## src/rtl/dpr_pkg.sv

```systemverilog
// ----------------------------------------------------------------------------
// dpr_pkg
// Shared widths, codes and types of the dot product top-k ranker.
// ----------------------------------------------------------------------------
package dpr_pkg;

  localparam int VECTOR_MAX_DEF  = 64;
  localparam int EXCLUDE_MAX_DEF = 64;
  localparam int TOPK_MAX_DEF    = 16;

  localparam int KEY_W   = 64;
  localparam int VAL_W   = 16;
  localparam int IDX_W   = 6;
  localparam int PROD_W  = 2 * VAL_W;
  localparam int SCORE_W = 38;
  localparam int RANK_W  = 4;
  localparam int TOPK_W  = 5;
  localparam int VLEN_W  = 7;
  localparam int CFG_W   = 7;
  localparam int CFG_IDX_W = 1;

  localparam logic [CFG_IDX_W-1:0] REG_TOP_K = 1'b0;
  localparam logic [CFG_IDX_W-1:0] REG_VLEN  = 1'b1;

  localparam logic [TOPK_W-1:0] TOP_K_RST = 5'd10;
  localparam logic [VLEN_W-1:0] VLEN_RST  = 7'd64;

  localparam logic signed [SCORE_W-1:0] SCORE_MAX = {1'b0, {(SCORE_W-1){1'b1}}};
  localparam logic signed [SCORE_W-1:0] SCORE_MIN = {1'b1, {(SCORE_W-1){1'b0}}};

  typedef enum logic [1:0] {
    FUNC_USER   = 2'd0,
    FUNC_EXCL   = 2'd1,
    FUNC_CAND   = 2'd2,
    FUNC_FINISH = 2'd3
  } dpr_func_e;

  typedef enum logic [2:0] {
    S_IDLE,
    S_MUL,
    S_ACC,
    S_SCAN,
    S_INSERT,
    S_EMIT
  } dpr_state_e;

  typedef enum logic [1:0] {
    OP_HOLD,
    OP_INSERT,
    OP_SHIFT,
    OP_CLEAR
  } dpr_op_e;

  typedef struct packed {
    logic                      valid;
    logic signed [SCORE_W-1:0] score;
    logic [KEY_W-1:0]          id;
  } dpr_entry_t;

endpackage

```

## src/rtl/dpr_cell.sv

```systemverilog
// ----------------------------------------------------------------------------
// dpr_cell
// One slot of the sorted top-k chain: compares, inserts, shifts out.
// ----------------------------------------------------------------------------
module dpr_cell
  import dpr_pkg::*;
(
  input  logic       clk_i,
  input  logic       rst_ni,
  input  dpr_op_e    op_i,
  input  dpr_entry_t new_i,
  input  dpr_entry_t prev_i,
  input  logic       prev_take_i,
  input  dpr_entry_t next_i,
  output dpr_entry_t own_o,
  output logic       take_o
);

  logic                      valid_q, valid_d;
  logic signed [SCORE_W-1:0] score_q, score_d;
  logic [KEY_W-1:0]          id_q, id_d;

  // strictly greater: equal scores stay behind earlier arrivals
  assign take_o = !valid_q || ($signed(new_i.score) > $signed(score_q));
  assign own_o  = '{valid: valid_q, score: score_q, id: id_q};

  always_comb begin
    valid_d = valid_q;
    score_d = score_q;
    id_d    = id_q;
    case (op_i)
      OP_INSERT: begin
        if (take_o) begin
          if (prev_take_i) begin
            valid_d = prev_i.valid;
            score_d = prev_i.score;
            id_d    = prev_i.id;
          end else begin
            valid_d = 1'b1;
            score_d = new_i.score;
            id_d    = new_i.id;
          end
        end
      end
      OP_SHIFT: begin
        valid_d = next_i.valid;
        score_d = next_i.score;
        id_d    = next_i.id;
      end
      OP_CLEAR: valid_d = 1'b0;
      default: ;
    endcase
  end

  always_ff @(posedge clk_i or negedge rst_ni) begin
    if (!rst_ni) begin
      valid_q <= 1'b0;
    end else begin
      valid_q <= valid_d;
    end
  end

  always_ff @(posedge clk_i) begin
    score_q <= score_d;
    id_q    <= id_d;
  end

endmodule

```

## config.mk

```make
export PLATFORM = sky130hd
export DESIGN_NAME = dpr_cell
export DESIGN_NICKNAME = d
export VERILOG_FILES = /design/src/rtl/dpr_pkg.sv /design/src/rtl/dpr_cell.sv
export SDC_FILE = /design/constraint.sdc
export NUM_CORES = 1
export LEC_CHECK = 0
export ABC_AREA = 1
export BUFFER_PORTS_ARGS = -buffer_cell sky130_fd_sc_hd__buf_4
export CAP_MARGIN = 10
export CORE_AREA = 2 2 160 162
export CTS_CLUSTER_DIAMETER = 200
export CTS_CLUSTER_SIZE = 28
export DETAILED_ROUTE_END_ITERATION = 10
export DIE_AREA = 0 0 162 164
export PLACE_DENSITY = 0.5
export SLEW_MARGIN = 20
export SYNTH_ARGS = -nofsm -noshare
export SYNTH_HDL_FRONTEND = slang
export SYNTH_SLANG_ARGS = --single-unit
```

## constraint.sdc

```tcl
create_clock -name clk_i -period 5.15 [get_ports clk_i]
set_input_delay 0.515 -clock clk_i [delete_from_list [all_inputs] [get_ports clk_i]]
set_output_delay 0.515 -clock clk_i [all_outputs]
set_load 0.1 [all_outputs]
```

# --- Yosys cells after proc, flatten, opt, wreduce, memory -nomap -nowiden ---
# Cells that the tools add are included.
op_classes:
  n_mux: 9
  reduce_logical: 6
  n_eq_ne: 4
  magnitude_cmp: 1
ops:
  columns: ["op", "count"]
  rows:
  - ["2-to-1 mux 64 bit", 2]
  - ["case mux 64 bit (2 select lines)", 1]
  - ["2-to-1 mux 38 bit", 2]
  - ["case mux 38 bit (2 select lines)", 1]
  - ["> comparator 38 bit", 1]
  - ["equality test 2 bit, second input constant", 2]
  - ["AND reduction 2 bit", 2]
  - ["case mux 1 bit (3 select lines)", 1]
  - ["nonzero test 3 bit", 1]
  - ["equality test 2 x 1 -> 1 bit, second input constant", 1]
  - ["2-to-1 mux 1 bit", 2]
  - ["inequality test 2 bit, second input constant", 1]
  - ["nonzero test 2 bit", 1]
  - ["zero test 1 bit", 1]
  - ["logical OR 1 bit", 1]
word_totals:
  output_inout_bits: 104
  elab_cells: 23
  in_bits: 314
  register_bits: 103

# --- Logic depth before layout (Yosys ltp) ---
depth:
  depth_word: 4
  ltp_mapped: 19
  ltp_nobuf: 19

# --- Worst setup path after synthesis ---
# OpenSTA, ideal clock, no wires.
synth_timing:
  path_type: "register -> register"
  start: "reg score_q[37]"
  end: "reg id_q[0] (enable)"
  t_required_ns: 4.686
  n_path_buf: 0
  setup_slack_ns: -0.084
  arrival_ns: 4.770
  path_stages_with_launch: 15
  period_less_slack_ns: 5.234
  setup_ns: 0.464
  cell_sequence: "edfxtp_1 -> inv_1 -> ha_1 -> nand2_1 -> nor2_2 -> nand2_2 -> nor2_4 -> nand2_2 -> nor2_2 -> nor2_1 -> nand3_1 -> nand3_2 -> nand2_2 -> nand2_2 -> nand2_1"
synth_via:
  elab_chain_len: 4
synth_lines:
  columns: ["element", "line", "source"]
  rows:
  - ["start, declared", "dpr_cell.sv:20", "logic signed [SCORE_W-1:0] score_q, score_d;"]
  - ["start signal, assigned", "dpr_cell.sv:64", "score_q <= score_d;"]
  - ["> comparator 38 bit", "dpr_cell.sv:24", "assign take_o = !valid_q || ($signed(new_i.score) > $signed(score_q));"]
  - ["logical OR 1 bit", "dpr_cell.sv:24", null]
  - ["net take_o", "dpr_cell.sv:16", "output logic take_o"]
  - ["inequality test 2 bit (no line)", null, null]
  - ["AND reduction 2 bit (no line)", null, null]
  - ["end signal, assigned", "dpr_cell.sv:65", "id_q <= id_d;"]
  - ["end, declared", "dpr_cell.sv:21", "logic [KEY_W-1:0] id_q, id_d;"]
# The timed path passes the listed nets, and every way through them passes these cells.
# A chain may end at the register's enable or synchronous reset.

# --- Final worst setup path ---
layout_timing:
  start: "reg score_q[21]"
  end: "reg score_q[0] (enable)"
layout_via:
  elab_chain_len: 4
layout_lines:
  columns: ["element", "line"]
  rows:
  - ["> comparator 38 bit", "dpr_cell.sv:24"]
  - ["logical OR 1 bit", "dpr_cell.sv:24"]
  - ["inequality test 2 bit (no line)", null]
  - ["AND reduction 2 bit (no line)", null]
# Every way passes these cells.

==> impl_table.tex <==
\begin{tabular}{lr}
\hline
Metric & Value \\
\hline
\multicolumn{2}{l}{\textbf{Placement}} \\
Total of buffers placed on input and output ports & around 420 \\
Place WS & approximately 2.0 ns \\
Last weighted congestion value of the routability-driven placer & 0.803 \\
Area after DPL & 9650 sq um \\
HPWL after detailed placement & 18.9 mm \\
\multicolumn{2}{l}{\textbf{Synth}} \\
Mapped Area & 6220 sq um \\
Mapped Cells & 758 \\
Area leader, netlist & sky130\_fd\_sc\_hd\_\_edfxtp\_1 \\
Number of warning messages in the yosys log & 0 \\
XOR/XNOR Fraction of Synth Area & 0\% \\
Arithmetic-cell share of the synthesized area counting full adders, half adders and majority gates & 7.65\% \\
Area fraction in compound gates after synthesis & 12.1\% \\
Combinational family with the most area after synthesis & simple AND/OR/NAND/NOR gates \\
Synthesized Nets & 1110 \\
Avg Cell Area, Syn & 8.20 sq um \\
Dominant register cell in the synthesized netlist & sky130\_fd\_sc\_hd\_\_edfxtp\_1 \\
Post-synthesis simple-gate area fraction & 24.4\% \\
Distinct cells, synth & 22 \\
Multiplexer area fraction after synthesis & 0\% \\
Cells taking the most area after synthesis & sky130\_fd\_sc\_hd\_\_edfxtp\_1, sky130\_fd\_sc\_hd\_\_nand2\_1, sky130\_fd\_sc\_hd\_\_a31oi\_1 \\
Fraction of registers with async set or reset after synthesis & 0.971\% \\
Post-synthesis register bit count & 103 \\
Synth top area share & 49.3\% \\
Number of enable-type register cells in the synthesized netlist & 102 \\
Share of the yosys chip area belonging to registers & 49.7\% \\
\multicolumn{2}{l}{\textbf{Timing}} \\
Post-route clock period utilization & about 56\% \\
Remaining max-slew budget at the tightest pin & 29.9\% \\
Fmax & about 0.35 GHz \\
Minimum setup slack in the final design & $\sim$2.3 ns \\
Final setup violating endpoints & 0 \\
Clock period minus worst slack & 2.90 ns \\
Final hold vios & 0 \\
Final Slew Violations & 0 \\
Setup TNS & 0 ns \\
Transition at the pin with the smallest max-transition slack & roughly 1.1 ns \\
Worst Clk Skew & around 0.019 ns \\
Worst slack on hold paths & just over 0.5 ns \\
RSZ-0062 raised after global routing & false \\
\multicolumn{2}{l}{\textbf{Worst setup path}} \\
Data arrival time of the worst path & 2.88 ns \\
Endpoint of the lowest-slack register-to-register path & score\_q[0] \\
Start point of the critical path & score\_q[21] \\
Critical path data required time & 5.13 ns \\
Maximum fanout along the worst path & 84 \\
Slowest cell on crit path & sky130\_fd\_sc\_hd\_\_buf\_12 \\
Maximum cell stage delay along the critical path & 0.44 ns \\
Type of element launching the critical path & flop \\
Critical Path End Type & flop \\
Crit-path cells & inv\_1 > ha\_1 > nand2\_1 > nor2\_1 > nand2\_1 > nor2\_1 > nand2\_2 > nor2\_2 > nor2\_1 > nand3\_1 > nand3\_2 > nand2\_2 > nand2\_2 > nand2\_4 > buf\_12 \\
Critical register-to-register path startpoint & score\_q[21] \\
Reg-to-reg slack, setup & 2.25 ns \\
Critical path class & flop to flop \\
Termination of the worst setup path & score\_q[0] \\
Cell depth of the worst flop-to-flop path & 15 \\
\multicolumn{2}{l}{\textbf{Hold path}} \\
Class of the tightest hold or removal check & input pin to flop \\
\multicolumn{2}{l}{\textbf{Global routing}} \\
Grt total ovfl & 0 \\
First-pass GRT wire length & around 36 mm \\
Total Routing Usage GR & approximately 18\% \\
Initial antenna violation count & 0 \\
Number of global-route vias before repair & 6332 \\
Maximum number of pins on one net before global-route repair & 112 \\
\multicolumn{2}{l}{\textbf{Floorplanning}} \\
Die area & 26600 sq um \\
Initial cell density of the core & 25.0\% \\
Placement row count & between 50 and 60 \\
Boundary pin count & $\sim$420 \\
Core region area & 24800 sq um \\
Overall die height & around 160 microns \\
X dimension of the die & 162 microns \\
\multicolumn{2}{l}{\textbf{Layout}} \\
Total area of sequential cells & between 3000 and 4000 sq um \\
Diode count & 0 \\
Layout cell share with drive strength beyond 1 & 38.9\% \\
Area used by multi-input combinational logic & 2760 sq um \\
Most used cells in the layout excluding fill and tap cells & sky130\_fd\_sc\_hd\_\_buf\_4, sky130\_fd\_sc\_hd\_\_nand2\_1, sky130\_fd\_sc\_hd\_\_nor2\_1 \\
Filler Cell Count & 2653 \\
Most common cell after layout, fill and taps aside & sky130\_fd\_sc\_hd\_\_buf\_4 \\
Final-stage net count & 1497 \\
Final design area excluding fillers & 9940 sq um \\
Relative area change from synthesis to final layout & 59.9\% \\
\multicolumn{2}{l}{\textbf{Detailed routing}} \\
Total wirelength of the detailed-routed design & 24.9 mm \\
Number of vias in the routed layout & 6546 \\
Routed wirelength normalized by instance count & 16.8 microns \\
Via density per instance & approximately 4.4 \\
Initial DRC Count & 254 \\
Post-route antenna net violation count & 0 \\
Post-route DRC & 0 \\
Detailed-routing iteration count for the pre-antenna-repair pass & 4 \\
\multicolumn{2}{l}{\textbf{Clocking}} \\
\# resized after CTS & 0 \\
Clock input transition at the sequential cells of the worst setup and hold paths & 0.09 ns \\
Clk Latency, worst-skew pair & 0.35 ns \\
Clock tree from TritonCTS & built \\
Post-CTS setup buffer count & 0 \\
Clock buffer count from CTS & 9 \\
CTS max path bufs & 2 \\
Number of clock sinks & 103 \\
CTS root buffer & sky130\_fd\_sc\_hd\_\_clkbuf\_16 \\
Maximum level of the CTS H-tree & 3 \\
\multicolumn{2}{l}{\textbf{Power}} \\
Max VDD drop & 0.000144 V \\
Power per unit of standard cell area & 294 nW/um\^{}2 \\
Leak & slightly below 0.005 uW \\
Total design power & 2920 uW \\
\multicolumn{2}{l}{\textbf{Run}} \\
Max-cap violation count & 0 \\
\multicolumn{2}{l}{\textbf{Outcome}} \\
Run status & finished, final reports clean \\
\hline
\end{tabular}
## final cells by class
| type | count | share of cell area [%] |
|---|---|---|
| clock buffers | 10 | 2.30 |
| clock inverters | 6 | 0.516 |
| inverters | 56 | 2.13 |
| multi-input cells | 554 | 27.8 |
| flip-flops and latches | 103 | 31.1 |
| well taps | 330 | 4.15 |
| repair buffers | 421 | 32.1 |
## cells by family after synthesis
| group | Yosys count |
|---|---|
| buffers and inverters | 101 |
| AND/OR/NAND/NOR | 394 |
| adder cells (fa/ha/maj) | 38 |
| AO/OA/AOI/OAI | 122 |
| flip-flops | 103 |
## critical path: cells and delay by family (launching register included)
kind	cells	cell delay, ns
and+or+nand+nor	12	1.30
buffers and inverters	2	0.49
DFF	1	0.38
adders and majority gates	1	0.28
## power breakdown
group          internal (uW)  switching (uW)
registers               1030            29.5
clock network            338             351
logic                    343             832
total                   1710            1210
## metrics by stage
stage | instances | utilization (%)
2_1_floorplan | 758 | -
3_3_place_gp | 1463 | 38.9
3_5_place_dp | 1463 | 38.9
4_1_cts | 1480 | 40.1
5_1_grt | 1480 | 40.1
6_report | 1480 | 40.1
## routing by layer
layer / GRT usage [%] / routed length [microns] / vias to the layer above
met5: 0 / 0 / -
met4: 4.06 / 295 / 0
met3: 6.82 / 2260 / 12
met2: 32.5 / 12700 / 252
met1: 19.9 / 9680 / 2956
li1: - / - / 3326
## how the worst min path moves through the flow
stage,endpoint,slack (ns),startpoint,depth (start not counted)
3_3_place_gp,valid_q,0.29,rst_ni,1
4_1_cts,valid_q,0.49,rst_ni,2
3_5_place_dp,valid_q,0.29,rst_ni,1
5_1_grt,id_q[47],0.49,next_i[47],3
6_report,id_q[34],0.51,next_i[34],3
2_1_floorplan,valid_q,0.22,rst_ni,0
## state kept, by name, indices dropped and copies added (netlist names)
name	cells
valid_q	1
id_q	64
score_q	38
## cells in the mapped netlist, types with 2 or more instances
cell type and count:
sky130_fd_sc_hd__a21oi_1 12, sky130_fd_sc_hd__ha_1 38, sky130_fd_sc_hd__nand3_1 4, sky130_fd_sc_hd__a31oi_1 102
sky130_fd_sc_hd__inv_1 56, sky130_fd_sc_hd__a21o_1 2, sky130_fd_sc_hd__clkbuf_1 40, sky130_fd_sc_hd__edfxtp_1 102
sky130_fd_sc_hd__nor2_2 2, sky130_fd_sc_hd__nand2_1 262, sky130_fd_sc_hd__nor2_1 119, sky130_fd_sc_hd__nand2_2 4
sky130_fd_sc_hd__o21ai_0 3, sky130_fd_sc_hd__buf_1 4
## timing repair
| item | CTS | global route |
|---|---|---|
| endpoints found under the setup margin | 0 | 0 |
| endpoints found under the hold margin | 1 | 0 |
| hold buffers | 1 | 0 |
Note: power is estimated with default switching activity, not from simulation.
